File: src/design/rei_pkg.sv
// ----------------------------------------------------------------------------
// rei_pkg: shared types and constants for the ray / ellipsoid intersector
// Fixed-point formats, payload structs, register map and saturation helper.
// ----------------------------------------------------------------------------
package rei_pkg;

  // number format, signed Q(WORD_BITS-FRAC_BITS).FRAC_BITS
  localparam int FRAC_BITS = 16;
  localparam int WORD_BITS = 32;

  // derived widths
  localparam int RAD_W  = WORD_BITS - 1;      // radius register
  localparam int MAG_W  = WORD_BITS + 1;      // magnitude of origin minus centre
  localparam int NQ_W   = WORD_BITS + 1;      // quotient bits kept before saturation
  localparam int PROD_W = 2 * WORD_BITS;      // dot products, a, b, c
  localparam int BSUM_W = PROD_W + 2;         // signed sum for b
  localparam int H_W    = 4 * WORD_BITS;      // discriminant
  localparam int ROOT_W = 2 * WORD_BITS;      // square root of the discriminant
  localparam int SQR_W  = ROOT_W + 2;         // square root remainder
  localparam int SQT_W  = ROOT_W + 4;         // square root trial value
  localparam int NUMM_W = PROD_W + 1;         // magnitude of -b +/- sqrt(h)
  localparam int NUMS_W = PROD_W + 2;         // signed -b +/- sqrt(h)

  // decoupling queue, depth is a power of two
  localparam int QUEUE_DEPTH = 4;
  localparam int QPTR_W      = $clog2(QUEUE_DEPTH);
  localparam int QCNT_W      = $clog2(QUEUE_DEPTH + 1);

  // register port
  localparam int APB_ADDR_W = 5;
  localparam int APB_DATA_W = 32;
  localparam int REG_IDX_W  = APB_ADDR_W - 2;

  localparam logic [REG_IDX_W-1:0] REG_CENTER_X = REG_IDX_W'(0);
  localparam logic [REG_IDX_W-1:0] REG_CENTER_Y = REG_IDX_W'(1);
  localparam logic [REG_IDX_W-1:0] REG_CENTER_Z = REG_IDX_W'(2);
  localparam logic [REG_IDX_W-1:0] REG_RADIUS_X = REG_IDX_W'(3);
  localparam logic [REG_IDX_W-1:0] REG_RADIUS_Y = REG_IDX_W'(4);
  localparam logic [REG_IDX_W-1:0] REG_RADIUS_Z = REG_IDX_W'(5);

  localparam logic [RAD_W-1:0]  RADIUS_RESET = RAD_W'(1) << FRAC_BITS;
  localparam logic [PROD_W-1:0] ONE_SQ       = PROD_W'(1) << (2 * FRAC_BITS);

  // one ray per input beat
  typedef struct packed {
    logic signed [WORD_BITS-1:0] origin_x;
    logic signed [WORD_BITS-1:0] origin_y;
    logic signed [WORD_BITS-1:0] origin_z;
    logic signed [WORD_BITS-1:0] dir_x;
    logic signed [WORD_BITS-1:0] dir_y;
    logic signed [WORD_BITS-1:0] dir_z;
  } ray_t;

  // one intersection per output beat
  typedef struct packed {
    logic                        hit;
    logic signed [WORD_BITS-1:0] near_distance;
    logic signed [WORD_BITS-1:0] far_dist;
    logic                        inside_res;
  } isect_t;

  // ellipsoid set-up registers
  typedef struct packed {
    logic signed [WORD_BITS-1:0] center_x;
    logic signed [WORD_BITS-1:0] center_y;
    logic signed [WORD_BITS-1:0] center_z;
    logic [RAD_W-1:0]            radius_x;
    logic [RAD_W-1:0]            radius_y;
    logic [RAD_W-1:0]            radius_z;
  } cfg_t;

  // classified ray handed from front to back
  typedef struct packed {
    logic              miss;
    logic              bneg;
    logic [PROD_W-1:0] bmag;
    logic [PROD_W-1:0] a;
    logic [H_W-1:0]    h;
  } disc_t;

  // sign and magnitude quotient to a saturated signed word
  function automatic logic signed [WORD_BITS-1:0] sat_word(input logic neg, input logic big,
                                                          input logic [NQ_W-1:0] q);
    logic [NQ_W-1:0] lim;
    logic [NQ_W-1:0] v;
    lim = neg ? (NQ_W'(1) << (WORD_BITS - 1)) : ((NQ_W'(1) << (WORD_BITS - 1)) - NQ_W'(1));
    v   = (big || (q > lim)) ? lim : q;
    v   = neg ? (NQ_W'(0) - v) : v;
    return $signed(v[WORD_BITS-1:0]);
  endfunction

endpackage

File: src/design/rei_fifo.sv
// ----------------------------------------------------------------------------
// rei_fifo: decoupling queue between front and back
// Small register queue of classified rays, head read directly.
// ----------------------------------------------------------------------------
module rei_fifo (
  input  logic           clk,
  input  logic           rst,
  input  logic           push,
  input  rei_pkg::disc_t push_data,
  input  logic           pop,
  output rei_pkg::disc_t head,
  output logic           empty,
  output logic           full
);
  import rei_pkg::*;

  disc_t             slots [QUEUE_DEPTH];
  logic [QPTR_W-1:0] wr_ptr;
  logic [QPTR_W-1:0] rd_ptr;
  logic [QCNT_W-1:0] count;

  assign head  = slots[rd_ptr];
  assign empty = (count == '0);
  assign full  = (count == QCNT_W'(QUEUE_DEPTH));

  // storage
  always_ff @(posedge clk) begin
    if (push) begin
      slots[wr_ptr] <= push_data;
    end
  end

  // pointers and fill level
  always_ff @(posedge clk) begin
    if (rst) begin
      wr_ptr <= '0;
      rd_ptr <= '0;
      count  <= '0;
    end else begin
      if (push) begin
        wr_ptr <= wr_ptr + QPTR_W'(1);
      end
      if (pop) begin
        rd_ptr <= rd_ptr + QPTR_W'(1);
      end
      if (push && !pop) begin
        count <= count + QCNT_W'(1);
      end else if (pop && !push) begin
        count <= count - QCNT_W'(1);
      end
    end
  end

endmodule

File: config.mk
export PLATFORM = sky130hd
export DESIGN_NAME = rei_fifo
export DESIGN_NICKNAME = d
export VERILOG_FILES = /design/src/design/rei_pkg.sv /design/src/design/rei_fifo.sv
export SDC_FILE = /design/constraint.sdc
export NUM_CORES = 1
export LEC_CHECK = 0
export BUFFER_PORTS_ARGS = -buffer_cell sky130_fd_sc_hd__buf_4
export CAP_MARGIN = 25
export CORE_ASPECT_RATIO = 1.2
export CORE_MARGIN = 8
export CORE_UTILIZATION = 38
export CTS_BUF_LIST = sky130_fd_sc_hd__clkbuf_4
export CTS_CLUSTER_DIAMETER = 200
export DETAILED_ROUTE_END_ITERATION = 10
export GPL_TIMING_DRIVEN = 0
export PLACE_DENSITY = 0.65
export SLEW_MARGIN = 20
export SYNTH_ARGS = -nofsm -noshare
export SYNTH_HDL_FRONTEND = slang
export SYNTH_SLANG_ARGS = --single-unit
File: constraint.sdc
create_clock -name clk -period 13.3 [get_ports clk]
set_input_delay 2.66 -clock clk [delete_from_list [all_inputs] [get_ports clk]]
set_output_delay 2.66 -clock clk [all_outputs]
set_load 0.1 [all_outputs]
==> summary.md, run 1 <==
| Metric | Value |
|---|---|
| Outcome | `finished, final reports clean` |
| Fin util | `47.81%` |
| CTS tree | `done` |
| Cells after Synth | `approximately 1400` |
| Initial Util | `38.25%` |
| GRT Residual Overflow | `0` |
| Clk pwr share | `32.7%` |
| Final setup vio count | `0` |
| Post-CTS setup buffers | `0` |
| Syn_area_per_cell | `27.38 µm²` |
| Worst-Margin Slew | `740.8 ps` |
| Startpoint Class | `flop` |
| Maximum clock path buffer count | `4` |
| Total CTS buffers | `288` |
| Clock skew | `slightly below 50 ps` |
| Synth Flop Type | `edfxtp_1` |
| # fillers | `8154` |
| Crit path DAT | `3400 ps` |
| H-tree depth | `5` |
| GRT Resource Usage Total | `15.44%` |
| Buffers added on ports | `520` |
| Unrepaired setup endpoints after global routing | `false` |
| #FFs+latches synth | `1041` |
| Share of cells above drive strength 1 | `48.83%` |
| Final hold vios | `0` |
| Most frequent cells in the layout | `edfxtp_1 (1032), buf_4 (520), clkbuf_4 (401)` |
| CP max FO | `10` |
| Post-CTS sizing | `0` |
| Die H | `between 300 and 400 µm` |
| Die area | `about 110000 µm²` |
| HPWL after detailed placement | `57890 µm` |
| Internal power | `0.005622 W` |
| Core area | `99630 µm²` |
| Setup CP Type | `reg2out` |
| Yosys warns | `0` |
| First-pass GRT wire length | `126500 µm` |
| Routed vias | `18170` |
| Row cnt | `about 130` |
| 1st-pass router iterations | `5` |
| Drt via density | `about 4.9` |
| Area delta synth->final | `24.99%` |
| Mapped Area | `~38000 µm²` |
| Seq pwr share | `46.7%` |
| Hold buffers post-CTS | `0` |
| Reg2Reg Setup Slack | `11110 ps` |
| Per-cell routed wire length | `about 23 µm` |
| Total wire length | `between 80000 and 90000 µm` |
| Final slew viol count | `0` |
| Slew HR | `50.61%` |
| Async set or reset register ratio after synthesis | `0%` |
| Worst hold slack | `534.7 ps` |
| Io pins | `522` |
| Largest net degree at the start of global routing | `47` |
| Sw Pwr | `0.002507 W` |
| DR iter-0 viols | `roughly 950` |
| Distinct cells, synth | `22` |
| WP data required | `10640 ps` |
| Logic gate share of total power | `20.6%` |
| Layout Nets | `2495` |
| Post-Syn Nets | `1660` |
| Sequential element share of the synthesized area | `between 80 and 90%` |
| Number of max-cap violations | `0` |
| Die width | `305.1 µm` |
| Hold Crit Class | `reg2reg` |
| Tmin final | `6063 ps` |
| GP Congestion | `between 0.7 and 0.8` |
| Post-synth EDFFs | `just over 1000` |
| Final period util | `45.58%` |
| Initial antenna violation count | `16` |
| Sw frac | `a little under a third` |
| Setup TNS | `0 ps` |
| Pleak | `16.59 nW` |
| Vias in the first global route | `20080` |
| Critical Path End Type | `output pin` |
| Worst VDD drop | `0.1151 mV` |
| Clock sinks | `1041` |
| Finished Cell Area | `between 40000 and 50000 µm²` |
| Commonest non-fill, non-tap cell in the layout | `edfxtp_1` |
| Worst-path clk slew | `60 ps` |
| DRC viols | `0` |
| Routed Antenna Nets | `0` |
| Clock Latency Late Sink | `around 1200 ps` |
| Root buffer selected by CTS | `clkbuf_4` |
| Placed cell area | `between 40000 and 50000 µm²` |
| PD cells | `roughly 170 nW/µm²` |
| Highest Clock Rate | `164.9 MHz` |
==> power groups by stage <==
stage | Clock (W) | Sequential, W | Combinational [W]
4_1_cts | 0.00278 | 0.00380 | 0.00170
3_5_place_dp | 0 | 0.00387 | 0.00170
6_report | 0.00266 | 0.00380 | 0.00167
2_1_floorplan | 0 | 0.00390 | 0.00125
3_3_place_gp | 0 | 0.00394 | 0.00166
5_1_grt | 0.00295 | 0.00381 | 0.00173
==> sequential cells by signal (all words and copies together), names as in the netlist, named ones only <==
name	count
count	3
rd_ptr	2
slots	1032
wr_ptr	2
==> metal layers <==
layer | up-vias | wire length (µm) | global-route usage (%)
met3 | 129 | 8283 | 7.635
met1 | 9306 | 31820 | 16.54
met5 | - | 42 | 0
met2 | 680 | 44710 | 25.90
li1 | 8045 | - | -
met4 | 6 | 2175 | 6.572
==> critical path: stages, from the launching register on <==
cell,delay (ps)
dfxtp_1,300
buf_2,270
clkbuf_2,550
buf_2,470
mux4_2,380
buf_4,250
==> final timing paths <==
kind | cells past startpoint | startpoint | endpoint
worst max-delay path | 5 | flop | head[223]
worst min-delay path | 2 | rd_ptr[1]$_SDFFE_PP0P_ | rd_ptr[1]$_SDFFE_PP0P_
worst max register to register | 4 | wr_ptr[0]$_SDFFE_PP0P_ | slots[3][20]$_DFFE_PP_
worst min register to register | 2 | rd_ptr[1]$_SDFFE_PP0P_ | rd_ptr[1]$_SDFFE_PP0P_
==> stage by stage <==
step / cells / power, W / setup WS (ps)
2_1_floorplan: 1392 / 0.005150 / 4159
3_3_place_gp: 3202 / 0.005599 / -1053
3_5_place_dp: 3227 / 0.005568 / 8285
4_1_cts: 3688 / 0.008285 / 6886
5_1_grt: 3700 / 0.008493 / 6937
6_report: 3708 / 0.008129 / 7237
==> cell usage after synthesis, types with 2 or more instances <==
master | count | area (µm²)
buf_2 | 27 | 135.1
edfxtp_1 | 1032 | 30990
nor2_1 | 7 | 26.28
dfxtp_1 | 9 | 180.2
buf_8 | 3 | 45.04
buf_6 | 23 | 259.0
clkbuf_1 | 6 | 22.52
mux4_2 | 145 | 3266
ha_1 | 5 | 62.56
inv_1 | 4 | 15.01
xor2_1 | 3 | 26.28
mux2i_1 | 2 | 20.02
and2_1 | 4 | 25.02
mux4_1 | 113 | 2969
xnor2_1 | 2 | 17.52
==> kinds of logic after synthesis <==
logic type / count (synthesis) / share of synthesized area [%]
AO/OA/AOI/OAI: 2 / 0.02624
XOR/XNOR: 5 / 0.1149
adder cells (fa/ha/maj): 6 / 0.2167
buffers and inverters: 63 / 1.251
flip-flops: 1041 / 81.79
multiplexers: 260 / 16.41
AND/OR/NAND/NOR: 15 / 0.1937
==> layout make-up <==
class / count / area (µm²) / area share [%]
antenna: 20 / 50.05 / 0.1051
buffer: 59 / 464.2 / 0.9745
clock buffer: 401 / 3010 / 6.320
clock inverter: 60 / 319.1 / 0.6698
inverter: 4 / 15.01 / 0.03152
multi-input combinational: 288 / 6475 / 13.59
sequential: 1041 / 31170 / 65.44
tap: 1290 / 1614 / 3.388
timing repair buffer: 545 / 4517 / 9.482
Power figures use the tool's default switching activity.
==> run 2: changes to the inputs <==
Settings changed: ABC_AREA from default to 1, PLACE_DENSITY 0.65 to 0.67.
Clock period 13.3 ns to 4.9 ns, I/O delays scaled along.
==> summary.md, run 2 <==
| Metric | Value |
|---|---|
| Final setup vio count | `0 (unchanged)` |
| Outcome | `finished, final reports clean (unchanged)` |
| Slew HR | `53.87% (was 50.61%)` |
| Worst setup margin | `330.4 ps (was 7237 ps)` |
| Synth Flop Type | `edfxtp_1 (unchanged)` |
| Tmin final | `roughly 4600 ps` |
| Clock skew | `68.74 ps (was 48.06 ps)` |
| Share of the synthesized area in the top cell type | `80.80% (was 81.31%)` |
| Hold Path Depth | `3 (was 2)` |
| #FFs+latches synth | `1041 (unchanged)` |
| Drt via density | `5.183 (was 4.899)` |
| DR iter-0 viols | `2297 (was 954)` |
| CTS tree | `done (unchanged)` |
| Commonest non-fill, non-tap cell in the layout | `edfxtp_1 (unchanged)` |
| GRT Resource Usage Total | `19.59% (was 15.44%)` |
| Setup CP Type | `reg2out (unchanged)` |
| Post-CTS setup buffers | `0 (unchanged)` |
| Io pins | `522 (unchanged)` |
| Worst-path clk slew | `60 ps (about the same)` |
| Post-Syn Nets | `2821 (was 1660)` |
| Routed vias | `26530 (was 18170)` |
| DRC viols | `0 (unchanged)` |
| Fin util | `50.71% (was 47.81%)` |
| WP data required | `3920 ps (was 10640 ps)` |
| FF-to-FF End | `slots[3][167]$_DFFE_PP_ (was slots[3][20]$_DFFE_PP_)` |
| Filler-free cell count of the finished design | `5119 (was 3708)` |
| Highest Clock Rate | `about 220 MHz` |
| Total wire length | `112500 µm (was 87040 µm)` |
| Vias in the first global route | `27460 (was 20080)` |
| Cells after Synth | `2553 (was 1392)` |
| Die H | `364.0 µm (was 362.9 µm)` |
| Async set or reset register ratio after synthesis | `0% (unchanged)` |
| Top flop regs | `slots: 1032 flops, count: 3 flops (unchanged)` |
| Die width | `306.0 µm (was 305.1 µm)` |
| Placed cell area | `44840 µm² (was 44250 µm²)` |
| Crit path DAT | `3590 ps (was 3400 ps)` |
| Post-synth EDFFs | `1032 (unchanged)` |
| Layout Nets | `3920 (was 2495)` |
| HPWL after detailed placement | `72920 µm (was 57890 µm)` |
| Worst-Margin Slew | `692.0 ps (was 740.8 ps)` |
| Yosys warns | `0 (unchanged)` |
| Worst VDD drop | `0.2819 mV (was 0.1151 mV)` |
| Area delta synth->final | `32.17% (was 24.99%)` |
| Die area | `111400 µm² (was 110700 µm²)` |
| Largest net degree at the start of global routing | `31 (was 47)` |
| Core area | `99950 µm² (was 99630 µm²)` |
| Distinct cells, synth | `21 (was 22)` |
| Sequential element share of the synthesized area | `81.27% (was 81.79%)` |
| Number of max-cap violations | `0 (unchanged)` |
| Mapped Area | `38350 µm² (was 38110 µm²)` |
| Post-synth top cells | `edfxtp_1 (1032), nor2_1 (522), o21ai_0 (516), o22ai_1 (258), clkbuf_1 (110) (was edfxtp_1 (1032), mux4_2 (145), mux4_1 (113), buf_2 (27), buf_6 (23))` |
| Initial antenna violation count | `18 (was 16)` |
| Hold Crit Class | `in2reg (was reg2reg)` |
| Reg2Reg Setup Slack | `2370 ps (was 11110 ps)` |
| Syn_area_per_cell | `15.02 µm² (was 27.38 µm²)` |
| Share of cells above drive strength 1 | `27.12% (was 48.83%)` |
| Startpoint Class | `flop (unchanged)` |
| Critical Path End Type | `output pin (unchanged)` |
| Most common cell in the netlist | `edfxtp_1 (unchanged)` |
| Clock sinks | `1041 (unchanged)` |
| Final hold vios | `0 (unchanged)` |
| Crit Reg-Reg Startpoint | `wr_ptr[0]$_SDFFE_PP0P_ (unchanged)` |
| Final slew viol count | `0 (unchanged)` |
| Area contributors post-synth | `edfxtp_1 (81%), o21ai_0 (6.7%), nor2_1 (5.1%) (was edfxtp_1 (81%), mux4_2 (8.6%), mux4_1 (7.8%))` |
| Total CTS buffers | `275 (was 288)` |
| Buffers added on ports | `521 (was 520)` |
| Routed Antenna Nets | `0 (unchanged)` |
| Per-cell routed wire length | `21.97 µm (was 23.47 µm)` |
| Maximum clock path buffer count | `4 (unchanged)` |
| GP Congestion | `0.7696 (was 0.7229)` |
| Hold endpoint | `wr_ptr[0]$_SDFFE_PP0P_ (was rd_ptr[1]$_SDFFE_PP0P_)` |
| First-pass GRT wire length | `166700 µm (was 126500 µm)` |
| Cells on worst reg2reg path | `7 (was 4)` |
| Clock Latency Late Sink | `1150 ps (was 1170 ps)` |
| 1st-pass router iterations | `5 (unchanged)` |
| Setup WS pre-CTS | `951.9 ps (was 8285 ps)` |
| Root buffer selected by CTS | `clkbuf_4 (unchanged)` |
| Final Power | `0.02192 W (was 0.008129 W)` |
| PD cells | `432.5 nW/µm² (was 170.7 nW/µm²)` |
| Unrepaired setup endpoints after global routing | `false (unchanged)` |
| H-tree depth | `5 (unchanged)` |
| Dominant cell type by area after synthesis | `edfxtp_1 (unchanged)` |
| Top reg by flops | `slots (unchanged)` |
| Hold path start | `push (was rd_ptr[1]$_SDFFE_PP0P_)` |
| Final period util | `a little over 90%` |
| Initial Util | `38.37% (was 38.25%)` |
| Row cnt | `127 (unchanged)` |
| Finished Cell Area | `50690 µm² (was 47630 µm²)` |
| Most frequent cells in the layout | `edfxtp_1 (1032), buf_4 (539), nor2_1 (522) (was edfxtp_1 (1032), buf_4 (520), clkbuf_4 (401))` |
| Pleak | `18.00 nW (was 16.59 nW)` |
| GRT Residual Overflow | `0 (unchanged)` |
| Max reg flops | `1032 (unchanged)` |
| Inst Count DP | `4406 (was 3227)` |
| CP max FO | `10 (unchanged)` |
==> run 2: critical path, stage by stage, from the launching register on <==
cell	delay, ps
dfxtp_1	370
buf_4	300
buf_2	460
clkbuf_1	550
nor2_1	110
o22ai_1	260
buf_4	360
==> run 2: routing by layer <==
| layer | vias up | wire length (µm) | track usage, % | share of wire, % |
|---|---|---|---|---|
| li1 | 12070 | - | - | - |
| met1 | 13070 | 43630 | 23.41 | 39 |
| met2 | 1204 | 57000 | 33.24 | 51 |
| met3 | 186 | 9338 | 6.128 | 8.3 |
| met4 | 6 | 2452 | 7.319 | 2.2 |
| met5 | - | 42 | 0 | 0.037 |
==> run 2: stage by stage <==
step / hold WS [ps] / setup TNS [ps]
floorplan: 411.5 / -369410
global placement: 427.1 / -4066460
detailed placement: 431.3 / 0
CTS: 79.19 / 0
global route: 130.2 / 0
finish: 285.9 / 0
==> run 2: worst max path at each step <==
stage	from	slack, ps	endpoint
final	flop	330	head[62]
after global routing	flop	1	head[107]
after CTS	flop	20	head[144]
after detailed placement	flop	950	head[201]
after global placement	push	-4160	slots[3][133]$_DFFE_PP_
after floorplan	push	-360	slots[1][0]$_DFFE_PP_
==> run 2: final cells by class <==
type | instances | area [µm²]
Timing Repair Buffer | 823 | 7392
Fill cell | 8335 | 49260
Antenna cell | 24 | 60.06
Multi-Input combinational cell | 1324 | 6414
Tap cell | 1290 | 1614
Inverter | 17 | 78.83
Buffer | 170 | 778.2
Clock inverter | 56 | 374.1
Clock buffer | 374 | 2808
Sequential cell | 1041 | 31170
==> run 2: repair_timing <==
action,CTS,global route
hold endpoints to repair,1035,0
setup endpoints to repair,2,3
resized for setup,3,5
pin swaps,0,0
hold buffers,260,0
==> run 2: cells by family (layout without fill, tap and decap cells) <==
logic type / Yosys count / in the layout / share of synthesized area [%]
flops: 1041 / 1041 / 81.27
other cells: 0 / 24 / 0
xor+xnor: 1 / 1 / 0.02284
buf+inv: 188 / 1440 / 2.189
simple gates: 535 / 535 / 5.253
compound gates: 782 / 782 / 11.05
fa+ha+maj: 6 / 6 / 0.2153
==> run 2: where the power goes <==
part           leakage, nW  internal, W  switching, W
registers             9.55       0.0102     0.0000747
logic                 6.54      0.00100       0.00354
clock network         1.91      0.00381       0.00331
total                 18.0       0.0150       0.00693
